### src/hdl/sida_pkg.sv
`timescale 1ns / 1ps
// ----------------------------------------------------------------------------
// sida_pkg: shared constants for the signed integer to decimal text unit
// Character codes, conversion step size, queue depth and the digit count helper.
// ----------------------------------------------------------------------------
package sida_pkg;

	localparam logic [7:0] CH_ZERO  = 8'd48;
	localparam logic [7:0] CH_MINUS = 8'd45;

	// Binary bits folded into the BCD register per conversion cycle.
	localparam int STEP_BITS = 4;

	// Entries in the queue between the converter and the emitter.
	localparam int QUEUE_DEPTH = 2;

	// Decimal digits that hold any magnitude up to 2^w - 1.
	function automatic int dec_digits(input int w);
		return (w * 30103) / 100000 + 1;
	endfunction

endpackage

### src/hdl/sida_front.sv
`timescale 1ns / 1ps
// ----------------------------------------------------------------------------
// sida_front: sign split and binary to BCD converter
// Takes an integer, forms its magnitude and converts it to BCD with a
// shift-and-add-3 loop, then pushes sign, digit count and digits to the queue.
// ----------------------------------------------------------------------------
module sida_front #(
	parameter int VALUE_WIDTH = 32,
	parameter int NDIG        = 10,
	parameter int CW          = 4
) (
	input  logic                   clk,
	input  logic                   arst_n,
	input  logic                   start,
	input  logic [VALUE_WIDTH-1:0] value,
	output logic                   busy,
	output logic                   push_valid,
	input  logic                   push_ready,
	output logic                   push_neg,
	output logic [CW-1:0]          push_ndig,
	output logic [4*NDIG-1:0]      push_bcd
);
	import sida_pkg::*;

	localparam int PW    = ((VALUE_WIDTH + STEP_BITS - 1) / STEP_BITS) * STEP_BITS;
	localparam int NSTEP = PW / STEP_BITS;
	localparam int SW    = $clog2(NSTEP);

	typedef enum logic [1:0] {
		F_IDLE,
		F_CONV,
		F_DONE
	} fstate_t;

	fstate_t           state_q;
	logic [SW-1:0]     cnt_q;
	logic [PW-1:0]     mag_q;
	logic [4*NDIG-1:0] bcd_q;
	logic              neg_q;

	logic [VALUE_WIDTH-1:0] mag_c;
	logic [PW-1:0]          mag_n;
	logic [4*NDIG-1:0]      bcd_n;
	logic [CW-1:0]          ndig_c;

	// The most negative value negates to 2^(VALUE_WIDTH-1), which still fits unsigned.
	assign mag_c = value[VALUE_WIDTH-1] ? (~value + 1'b1) : value;

	always_comb begin
		bcd_n = bcd_q;
		mag_n = mag_q;
		for (int s = 0; s < STEP_BITS; s++) begin
			for (int d = 0; d < NDIG; d++) begin
				if (bcd_n[4*d +: 4] >= 4'd5) begin
					bcd_n[4*d +: 4] = bcd_n[4*d +: 4] + 4'd3;
				end
			end
			bcd_n = {bcd_n[4*NDIG-2:0], mag_n[PW-1]};
			mag_n = {mag_n[PW-2:0], 1'b0};
		end
	end

	// The highest nonzero digit sets the length; zero still has one digit.
	always_comb begin
		ndig_c = CW'(1);
		for (int d = 0; d < NDIG; d++) begin
			if (bcd_q[4*d +: 4] != 4'd0) begin
				ndig_c = CW'(d + 1);
			end
		end
	end

	always_ff @(posedge clk or negedge arst_n) begin
		if (!arst_n) begin
			state_q <= F_IDLE;
			cnt_q   <= '0;
			mag_q   <= '0;
			bcd_q   <= '0;
			neg_q   <= 1'b0;
		end else begin
			unique case (state_q)
				F_IDLE: begin
					if (start) begin
						mag_q   <= PW'(mag_c);
						bcd_q   <= '0;
						neg_q   <= value[VALUE_WIDTH-1];
						cnt_q   <= '0;
						state_q <= F_CONV;
					end
				end
				F_CONV: begin
					mag_q <= mag_n;
					bcd_q <= bcd_n;
					if (cnt_q == SW'(NSTEP - 1)) begin
						state_q <= F_DONE;
					end else begin
						cnt_q <= cnt_q + 1'b1;
					end
				end
				F_DONE: begin
					if (push_ready) begin
						state_q <= F_IDLE;
					end
				end
				default: begin
					state_q <= F_IDLE;
				end
			endcase
		end
	end

	assign busy       = (state_q != F_IDLE);
	assign push_valid = (state_q == F_DONE);
	assign push_neg   = neg_q;
	assign push_ndig  = ndig_c;
	assign push_bcd   = bcd_q;

endmodule

### src/hdl/sida_queue.sv
`timescale 1ns / 1ps
// ----------------------------------------------------------------------------
// sida_queue: small register FIFO
// Holds converted numbers between the converter and the character emitter.
// ----------------------------------------------------------------------------
module sida_queue #(
	parameter int WIDTH = 46,
	parameter int DEPTH = 2
) (
	input  logic             clk,
	input  logic             arst_n,
	input  logic             in_valid,
	output logic             in_ready,
	input  logic [WIDTH-1:0] in_data,
	output logic             out_valid,
	input  logic             out_ready,
	output logic [WIDTH-1:0] out_data
);
	import sida_pkg::*;

	localparam int AW = $clog2(DEPTH);
	localparam int NW = $clog2(DEPTH + 1);

	logic [WIDTH-1:0] mem_q [DEPTH];
	logic [AW-1:0]    wr_ptr_q;
	logic [AW-1:0]    rd_ptr_q;
	logic [NW-1:0]    cnt_q;
	logic             wr_en;
	logic             rd_en;

	assign in_ready  = (cnt_q != NW'(DEPTH));
	assign out_valid = (cnt_q != '0);
	assign out_data  = mem_q[rd_ptr_q];
	assign wr_en     = in_valid && in_ready;
	assign rd_en     = out_valid && out_ready;

	always_ff @(posedge clk) begin
		if (wr_en) begin
			mem_q[wr_ptr_q] <= in_data;
		end
	end

	always_ff @(posedge clk or negedge arst_n) begin
		if (!arst_n) begin
			wr_ptr_q <= '0;
			rd_ptr_q <= '0;
			cnt_q    <= '0;
		end else begin
			if (wr_en) begin
				wr_ptr_q <= (wr_ptr_q == AW'(DEPTH - 1)) ? '0 : wr_ptr_q + 1'b1;
			end
			if (rd_en) begin
				rd_ptr_q <= (rd_ptr_q == AW'(DEPTH - 1)) ? '0 : rd_ptr_q + 1'b1;
			end
			if (wr_en && !rd_en) begin
				cnt_q <= cnt_q + 1'b1;
			end else if (rd_en && !wr_en) begin
				cnt_q <= cnt_q - 1'b1;
			end
		end
	end

endmodule

### src/hdl/sida_back.sv
`timescale 1ns / 1ps
// ----------------------------------------------------------------------------
// sida_back: character emitter
// Pops converted numbers and sends their text one character per cycle, the
// minus sign first, then digits from the most significant down.
// ----------------------------------------------------------------------------
module sida_back #(
	parameter int NDIG = 10,
	parameter int CW   = 4
) (
	input  logic              clk,
	input  logic              arst_n,
	input  logic              pop_valid,
	output logic              pop_ready,
	input  logic              pop_neg,
	input  logic [CW-1:0]     pop_ndig,
	input  logic [4*NDIG-1:0] pop_bcd,
	output logic [7:0]        character,
	output logic              is_last,
	output logic              strobe
);
	import sida_pkg::*;

	localparam int DIW = $clog2(NDIG);

	logic                  active_q;
	logic                  sign_q;
	logic [CW-1:0]         left_q;
	logic [NDIG-1:0][3:0]  bcd_q;
	logic [7:0]            char_q;
	logic                  last_q;
	logic                  strobe_q;

	logic [CW-1:0] pos;
	logic [3:0]    dig;
	logic          finishing;

	assign pos       = left_q - 1'b1;
	assign dig       = bcd_q[pos[DIW-1:0]];
	assign finishing = active_q && !sign_q && (left_q == CW'(1));
	// The next number is loaded while the last digit of this one goes out.
	assign pop_ready = !active_q || finishing;

	always_ff @(posedge clk or negedge arst_n) begin
		if (!arst_n) begin
			active_q <= 1'b0;
			sign_q   <= 1'b0;
			left_q   <= '0;
			bcd_q    <= '0;
			char_q   <= '0;
			last_q   <= 1'b0;
			strobe_q <= 1'b0;
		end else begin
			strobe_q <= active_q;
			if (active_q) begin
				if (sign_q) begin
					char_q <= CH_MINUS;
					last_q <= 1'b0;
				end else begin
					char_q <= CH_ZERO + {4'd0, dig};
					last_q <= (left_q == CW'(1));
				end
			end
			if (pop_valid && pop_ready) begin
				active_q <= 1'b1;
				sign_q   <= pop_neg;
				left_q   <= pop_ndig;
				bcd_q    <= pop_bcd;
			end else if (active_q) begin
				if (sign_q) begin
					sign_q <= 1'b0;
				end else begin
					left_q <= pos;
					if (left_q == CW'(1)) begin
						active_q <= 1'b0;
					end
				end
			end
		end
	end

	assign character = char_q;
	assign is_last   = last_q;
	assign strobe    = strobe_q;

endmodule

### src/hdl/signed_int_to_decimal_ascii_unit.sv
`timescale 1ns / 1ps
// ----------------------------------------------------------------------------
// signed_int_to_decimal_ascii_unit: signed integer to decimal ASCII text
// Converts one two's complement integer per item into its decimal characters.
// ----------------------------------------------------------------------------
// Usage:
// Raise start with value while busy is low; the item is taken at that edge.
// The text comes out on character, one per cycle with strobe high, most
// significant first: a minus sign for negative values, then the digits of
// the magnitude with no leading zeros. is_last marks the final character.
// Zero gives a single '0'; the most negative value gives its full text.
// The converter folds four bits per cycle into BCD, and busy stays high from
// an accept until the result is pushed into the two-entry queue that follows;
// the emitter sends one character per cycle and starts the next number right
// after the last character of the previous one if it is already queued. A
// number passes the queue and is loaded into the emitter, whose character
// register drives the output. Sustained cost per item is the larger of its
// character count (up to 11 at 32 bits) and the converter's time per item.
// The receiver cannot stall: each character is shown for exactly one cycle.
// Reset empties the queue and returns both sides to idle with strobe low.
// ----------------------------------------------------------------------------
module signed_int_to_decimal_ascii_unit #(
	parameter int VALUE_WIDTH = 32
) (
	input  logic                   clk,
	input  logic                   arst_n,
	input  logic                   start,
	output logic                   busy,
	input  logic [VALUE_WIDTH-1:0] value,
	output logic [7:0]             character,
	output logic                   is_last,
	output logic                   strobe
);
	import sida_pkg::*;

	localparam int NDIG = dec_digits(VALUE_WIDTH);
	localparam int CW   = $clog2(NDIG + 1);
	localparam int EW   = 1 + CW + 4 * NDIG;

	logic              push_valid;
	logic              push_ready;
	logic              push_neg;
	logic [CW-1:0]     push_ndig;
	logic [4*NDIG-1:0] push_bcd;
	logic              pop_valid;
	logic              pop_ready;
	logic [EW-1:0]     pop_data;

	sida_front #(
		.VALUE_WIDTH(VALUE_WIDTH),
		.NDIG       (NDIG),
		.CW         (CW)
	) u_front (
		.clk       (clk),
		.arst_n    (arst_n),
		.start     (start),
		.value     (value),
		.busy      (busy),
		.push_valid(push_valid),
		.push_ready(push_ready),
		.push_neg  (push_neg),
		.push_ndig (push_ndig),
		.push_bcd  (push_bcd)
	);

	sida_queue #(
		.WIDTH(EW),
		.DEPTH(QUEUE_DEPTH)
	) u_queue (
		.clk      (clk),
		.arst_n   (arst_n),
		.in_valid (push_valid),
		.in_ready (push_ready),
		.in_data  ({push_neg, push_ndig, push_bcd}),
		.out_valid(pop_valid),
		.out_ready(pop_ready),
		.out_data (pop_data)
	);

	sida_back #(
		.NDIG(NDIG),
		.CW  (CW)
	) u_back (
		.clk      (clk),
		.arst_n   (arst_n),
		.pop_valid(pop_valid),
		.pop_ready(pop_ready),
		.pop_neg  (pop_data[EW-1]),
		.pop_ndig (pop_data[EW-2 -: CW]),
		.pop_bcd  (pop_data[4*NDIG-1:0]),
		.character(character),
		.is_last  (is_last),
		.strobe   (strobe)
	);

endmodule

### config.mk
export PLATFORM = sky130hd
export DESIGN_NAME = signed_int_to_decimal_ascii_unit
export DESIGN_NICKNAME = d
export VERILOG_FILES = /design/src/hdl/sida_pkg.sv /design/src/hdl/sida_front.sv /design/src/hdl/sida_queue.sv /design/src/hdl/sida_back.sv /design/src/hdl/signed_int_to_decimal_ascii_unit.sv
export SDC_FILE = /design/constraint.sdc
export NUM_CORES = 1
export LEC_CHECK = 0
export BUFFER_PORTS_ARGS = -buffer_cell sky130_fd_sc_hd__buf_2
export CAP_MARGIN = 20
export CORE_MARGIN = 10
export CORE_UTILIZATION = 31
export CTS_BUF_LIST = sky130_fd_sc_hd__clkbuf_4 sky130_fd_sc_hd__clkbuf_8
export CTS_CLUSTER_DIAMETER = 60
export DETAILED_ROUTE_END_ITERATION = 8
export PLACE_DENSITY = 0.59
export SETUP_SLACK_MARGIN = 0.15
export SLEW_MARGIN = 15
export SYNTH_ARGS = -nofsm -noshare
export SYNTH_HDL_FRONTEND = slang
export SYNTH_HIERARCHICAL = 1
export SYNTH_SLANG_ARGS = --single-unit
### constraint.sdc
create_clock -name clk -period 3.7 [get_ports clk]
set_input_delay 0.37 -clock clk [delete_from_list [all_inputs] [get_ports clk]]
set_output_delay 0.37 -clock clk [all_outputs]
set_load 0.02 [all_outputs]
* Word-level counts from Yosys, hierarchy flattened
Memories as Yosys holds them, arrays and structs flattened.
Index checks and enable logic that the tools add are counted.
** Storage, ports and cells
- Flip-flop bits (word level) :: 138
- RAM bits :: 90
- Bits of input ports :: 35
- Output and inout bits :: 11
- Memories kept :: 1
** Memory list
- u_queue.mem_q :: words 2, bits a word 45, rd ports 1, clocked after Yosys merged registers in 0, wr ports 1, RTL line sida_queue.sv:24 : logic [WIDTH-1:0] mem_q [DEPTH];
** Operators by class
- $add $sub $neg :: 48
- Magnitude comparators :: 41
- Equality and inequality tests :: 10
- Multiplexer cells :: 80
- Bitwise gates (word level) :: 1
- Reductions and logical operators :: 31
** Operator list (count)
- two-way mux 4 bit :: 43
- greater-or-equal comparator 4 x 3 -> 1 bit (second input constant) :: 40
- adder 4 x 2 -> 4 bit (second input constant) :: 36
- one-hot mux 40 bit (2 select lines) :: 1
- two-way mux 32 bit :: 2
- one-hot mux 32 bit (2 select lines) :: 1
- two-way mux 40 bit :: 1
- nonzero test 4 bit :: 9
- adder 32 x 1 -> 32 bit (second input constant) :: 1
- NOT 32 bit :: 1
- two-way mux 3 bit :: 10
- binary-select mux 4 bit (select 4 bit) :: 1
- two-way mux 2 bit :: 7
- adder 3 x 2 -> 3 bit (second input constant) :: 4
- two-way mux 1 bit :: 11
- != test 2 bit (second input constant) :: 5
- nonzero test 2 bit :: 5
- two-way mux 8 bit :: 1
- adder 6 x 4 -> 7 bit (first input constant) :: 1
- logical AND 1 bit :: 6
- one-hot mux 2 bit (3 select lines) :: 1
- one-hot mux 3 bit (2 select lines) :: 1
- AND reduction 2 bit :: 3
- AND reduction 3 bit :: 2
- other kinds (14) :: 18

* Depth between registers and ports, before layout
- Word-level depth :: 10
- Mapped depth :: 21
- Mapped depth without buffers :: 21

* Modules after synthesis
Netlist, hierarchy kept.
** By module, submodules not included
- sida_front :: instances 1, cells an instance 1177, area an instance 8817.2 um^2, sequential area each 1951.9 um^2
- sida_queue :: instances 1, cells an instance 158, area an instance 3641.0 um^2, sequential area each 2802.7 um^2
- sida_back :: instances 1, cells an instance 188, area an instance 2553.7 um^2, sequential area each 1351.3 um^2

* Worst setup path after synthesis
No wires, ideal clock.
- Path type :: flip-flop to flip-flop
- Start point :: register u_front.bcd_q[12], in the netlist u_front/push_bcd[12]
- End point :: register u_front.bcd_q[13], in the netlist u_front/push_bcd[13]
- Arrival time :: 3902 ps
- Data required time :: 3578 ps
- Path slack :: -323 ps
- Cell stages (with the launch flop) :: 20
- Clock period less this slack :: 4023 ps
- Cell sequence :: dfrtp_1 > inv_1 > ha_1 > nor2b_1 > o21ai_0 > or2_2 > ha_1 > o21bai_1 > a211oi_1 > nor2_1 > inv_1 > ha_1 > nor3_1 > a221o_1 > a22oi_1 > inv_1 > ha_1 > o21ai_0 > nand3b_1 > a32o_1
** Between the ends
- Cells in the longest elaborated chain, start to end :: 9
- Elaborated cells on any way between the ends :: 12
** Ends and longest elaborated chain
- start: declaration :: RTL line sida_front.sv:38 : logic [4*NDIG-1:0] bcd_q;
- start signal: assignment :: RTL line sida_front.sv:93 : bcd_q <= bcd_n;
- adder 4 x 2 -> 4 bit or greater-or-equal comparator 4 x 3 -> 1 bit (tied branches) :: RTL line sida_front.sv:55, sida_front.sv:54
- two-way mux 4 bit (*) :: RTL line sida_front.sv:54 : if (bcd_n[4*d +: 4] >= 4'd5) begin
- adder 4 x 2 -> 4 bit or greater-or-equal comparator 4 x 3 -> 1 bit (tied branches) :: RTL line sida_front.sv:55, sida_front.sv:54
- two-way mux 4 bit (*) :: RTL line sida_front.sv:54
- adder 4 x 2 -> 4 bit or greater-or-equal comparator 4 x 3 -> 1 bit (tied branches) :: RTL line sida_front.sv:55, sida_front.sv:54
- two-way mux 4 bit (*) :: RTL line sida_front.sv:54
- greater-or-equal comparator 4 x 3 -> 1 bit (*) :: RTL line sida_front.sv:54
- two-way mux 4 bit (*) :: RTL line sida_front.sv:54
- one-hot mux 40 bit (2 select lines) (*) :: RTL line sida_front.sv:81 : unique case (state_q)
Every way passes the cells marked *; elsewhere a longest branch is shown, timed or not.
A chain may end at the register's enable or synchronous reset.

* Worst setup path after layout
- Start point :: register u_front.bcd_q[12], in the netlist u_front/push_bcd[12]
- End point :: register u_front.bcd_q[22], in the netlist u_front/push_bcd[22]
** Between the ends
- Cells in the longest elaborated chain, start to end :: 9
- Elaborated cells on any way between the ends :: 19
** Ends and longest elaborated chain (RTL line)
- adder 4 x 2 -> 4 bit or greater-or-equal comparator 4 x 3 -> 1 bit (tied branches) :: sida_front.sv:55, sida_front.sv:54
- two-way mux 4 bit (*) :: sida_front.sv:54
- adder 4 x 2 -> 4 bit or greater-or-equal comparator 4 x 3 -> 1 bit (tied branches) :: sida_front.sv:55, sida_front.sv:54
- two-way mux 4 bit :: sida_front.sv:54
- adder 4 x 2 -> 4 bit or greater-or-equal comparator 4 x 3 -> 1 bit (tied branches) :: sida_front.sv:55, sida_front.sv:54
- two-way mux 4 bit :: sida_front.sv:54
- adder 4 x 2 -> 4 bit or greater-or-equal comparator 4 x 3 -> 1 bit (tied branches) :: sida_front.sv:55, sida_front.sv:54
- two-way mux 4 bit (*) :: sida_front.sv:54
- one-hot mux 40 bit (2 select lines) (*) :: sida_front.sv:81
Marks and branches as above.

==> implementation parameters <==
Parameter                              Value

STA
  Number of endpoints failing setup at the final stage ... 0
  Upper clock frequency limit ... 0.280 GHz
  Final critical-path required period ... 3.57 ns
  Worst-case clock skew ... 0.0201 ns
  Actual transition at the worst max-transition pin ... 0.988 ns
  Number of slew-limit violations in the final report ... 0
  Unrepaired setup endpoints after global routing ... yes
  Final Hold Vio Count ... 0
  Worst max-slew margin expressed relative to the limit ... 34.1%
  Post-route fraction of the period consumed by the critical path ... 96.6%

Critical path
  Arrival time of the worst setup path ... 4.06 ns
  Endpoint class of the critical path ... flip-flop
  R2R depth ... 18
  Critical path type ... flip-flop to flip-flop
  Startpoint of the worst setup timing path ... u_front/push_bcd[12]
  Reg2Reg Setup Slack ... 0.13 ns
  Critical register-to-register path endpoint ... u_front/push_bcd[22]
  Max FO, Critical Path ... 5
  CP Data Required Time ... 4.19 ns
  Startpoint of the most critical register-to-register path ... u_front/push_bcd[12]
  Worst setup SP type ... flip-flop

Yosys
  Proportion of register bits with asynchronous set or reset after synthesis ... 60.2%
  Sequential area share after synthesis ... 40.7%
  Netlist Area Pre-Place ... 15000 µm²
  Most instantiated flip-flop cell in the synthesis netlist ... sky130_fd_sc_hd__dfrtp_1
  Number of register bits inferred by synthesis ... 226
  Average footprint of a synthesized cell ... 9.86 µm²
  Cells after Synth ... 1523
  Number of distinct library cells after synthesis ... 88
  Number of enable flip-flop cells after synthesis ... 90
  Ys Warns ... 6

GRT
  Antenna violations before repair ... 3
  Largest net degree at the start of global routing ... 97
  Total GRT Usage ... 12.7%
  Vias in the first global route ... 12000
  First-pass GRT wire length ... 61100 µm
  Total congestion overflow after global routing ... 0

Clock network
  Clock insertion delay at the later pin of the skew report ... 0.55 ns
  Root Buffer ... sky130_fd_sc_hd__clkbuf_8
  Clock tree from TritonCTS ... yes
  Number of buffers created by CTS ... 41
  Clock slew at the register clock pins of the worst setup and hold paths ... 0.06 ns
  Number of clock sinks ... 226
  Maximum buffer depth of the clock tree ... 3
  Deepest level of the CTS H-tree ... 2

Floorplan
  Die footprint ... 57600 µm²
  Area of the core ... 47800 µm²
  Cell Rows ... 80
  Vertical extent of the die ... 240 µm
  Initial Util ... 31.4%
  Overall die width ... 240 µm
  # IOs ... 46

Finish
  Fill cell count ... 4600
  Commonest non-fill, non-tap cell in the layout ... sky130_fd_sc_hd__buf_4
  Layout cell share with drive strength beyond 1 ... 35.2%
  Highest-count cells in the layout ignoring fill and taps ... sky130_fd_sc_hd__buf_4 (166), sky130_fd_sc_hd__dfrtp_1 (129), sky130_fd_sc_hd__nand2_1 (126)
  Final layout net count ... 1799
  Post-route non-filler standard cell count ... 2360
  Signed area change from the synthesized netlist to the final layout ... 26.3%

Worst hold path
  WHS Path Cells ... 3
  End point of the most critical hold path ... u_front/mag_q[17]
  Hold Path Class ... input port to flip-flop
  Startpoint of the lowest-slack hold path ... value[17]

Placement
  Port bufs ... 43
  Final weighted congestion in routability-driven placement ... 0.819
  Number of cells after detailed placement ... 2226
  Hpwl dp ... 26000 µm

Drt
  Wire length per cell after detailed routing ... 16.6 µm
  DRC viols ... 0
  Total number of vias ... 12500
  Count of routing violations after the opening detailed-route iteration ... 804
  Detailed-route vias per instance ... 5.31
  First-pass detailed-route iteration total ... 5
  ANT nets after route ... 0
  Final wirelength ... 39200 µm

Run
  Max-cap violation count ... 0

Status
  Outcome ... finished, final reports clean
## per-layer routing
metal / up-vias / part of all wire (%) / global-route usage (%) / wire length, µm
li1: 6082 / - / - / -
met1: 6162 / 44 / 16.0 / 17200
met2: 246 / 51 / 22.0 / 19800
met3: 45 / 3.9 / 2.19 / 1510
met4: 2 / 1.5 / 3.30 / 594
met5: - / 0.051 / 0 / 20
## cell families after synthesis
group | share of synthesized area (%)
xor gates and xnor gates | 2.55
buffers and inverters | 4.60
other | 0.0250
and+or+nand+nor | 14.9
AOI/OAI and AO/OA | 21.0
adders and majority gates | 4.42
muxes | 11.9
DFF | 40.7
## synth_stat cells, drive strengths merged, types with 10 or more instances
library cell	count	area [µm²]
nor2	88	330
o21ai	147	739
o211ai	15	113
or2	24	150
buf	22	221
a211oi	33	248
xor2	29	262
o31ai	17	128
xnor2	13	121
nor3b	13	97.6
dfrtp	136	3400
mux2i	38	380
clkbuf	51	195
nand2b	31	201
o21a	22	165
ha	53	663
nor3	27	140
a21oi	70	350
edfxtp	90	2700
and3	15	95.1
a211o	15	131
inv	73	274
and2	14	90.1
nand2	130	488
nor2b	15	93.8
o22ai	10	62.6
nand3	41	205
a22oi	30	225
mux2	101	1330
or3	17	108
o21bai	11	82.6
## metrics by stage
step | area (µm²) | setup WS (ns) | utilization, % | hold slack [ns] | TNS [ns]
CTS | 17900 | 0.0206 | 37.5 | 0.111 | 0
global route | 19000 | -0.0861 | 39.6 | 0.142 | -0.163
global placement | 16600 | 0.0545 | 34.7 | 0.448 | 0
detailed placement | 16700 | -0.0515 | 34.8 | 0.450 | -0.205
finish | 19000 | 0.127 | 39.6 | 0.152 | 0
floorplan | 15100 | 0.0940 | - | 0.0744 | 0
## worst max-delay path, cell delays in order (launching register included)
cell,delay [ns]
sky130_fd_sc_hd__dfrtp_2,0.42
sky130_fd_sc_hd__inv_2,0.07
sky130_fd_sc_hd__ha_4,0.17
sky130_fd_sc_hd__nor2b_4,0.13
sky130_fd_sc_hd__buf_6,0.12
sky130_fd_sc_hd__or3_4,0.35
sky130_fd_sc_hd__nand2_4,0.09
sky130_fd_sc_hd__ha_4,0.14
sky130_fd_sc_hd__or3_4,0.12
sky130_fd_sc_hd__a221oi_4,0.07
sky130_fd_sc_hd__buf_4,0.17
sky130_fd_sc_hd__buf_4,0.12
sky130_fd_sc_hd__or2_2,0.30
sky130_fd_sc_hd__or3_4,0.38
sky130_fd_sc_hd__and2_4,0.19
sky130_fd_sc_hd__ha_4,0.26
sky130_fd_sc_hd__inv_1,0.03
sky130_fd_sc_hd__a221o_1,0.30
sky130_fd_sc_hd__nand3_1,0.06
## state kept, by name (all words and copies together) (netlist names), 2 cells and up
name	count
u_queue/cnt_q	2
u_queue/mem_q	90
u_back/character	6
u_front/state_q	2
u_front/push_bcd	40
u_back/left_q	4
u_front/mag_q	32
u_front/cnt_q	3
u_back/bcd_q	40
## worst max path at each step
stage	end	slack [ns]
floorplan	u_front/push_bcd[13]	0.09
global route	u_front/push_bcd[22]	-0.09
detailed placement	u_front/push_bcd[33]	-0.05
CTS	u_front/push_bcd[33]	0.02
global placement	u_front/push_bcd[33]	0.05
finish	u_front/push_bcd[22]	0.13
## cell type report
| class | instances | area, µm² | share of cell area (%) |
|---|---|---|---|
| multi-input cells | 1152 | 9280 | 49.0 |
| flip-flops and latches | 226 | 6110 | 32.3 |
| repair buffers | 217 | 1600 | 8.43 |
| well taps | 615 | 769 | 4.06 |
| clock buffers | 55 | 713 | 3.76 |
| inverters | 73 | 274 | 1.45 |
| clock inverters | 20 | 201 | 1.06 |
| diodes | 2 | 5.00 | 0.0264 |
## timing repair
action,CTS,global route
pin swaps,29,81
setup endpoints to repair,29,35
hold buffers,1,0
buffers inserted,19,37
resized for setup,54,170
hold endpoints to repair,77,0
Power is left out: the tool's default activity adds up to more than one toggle a clock period on the data nets, which glitch-free logic cannot reach.
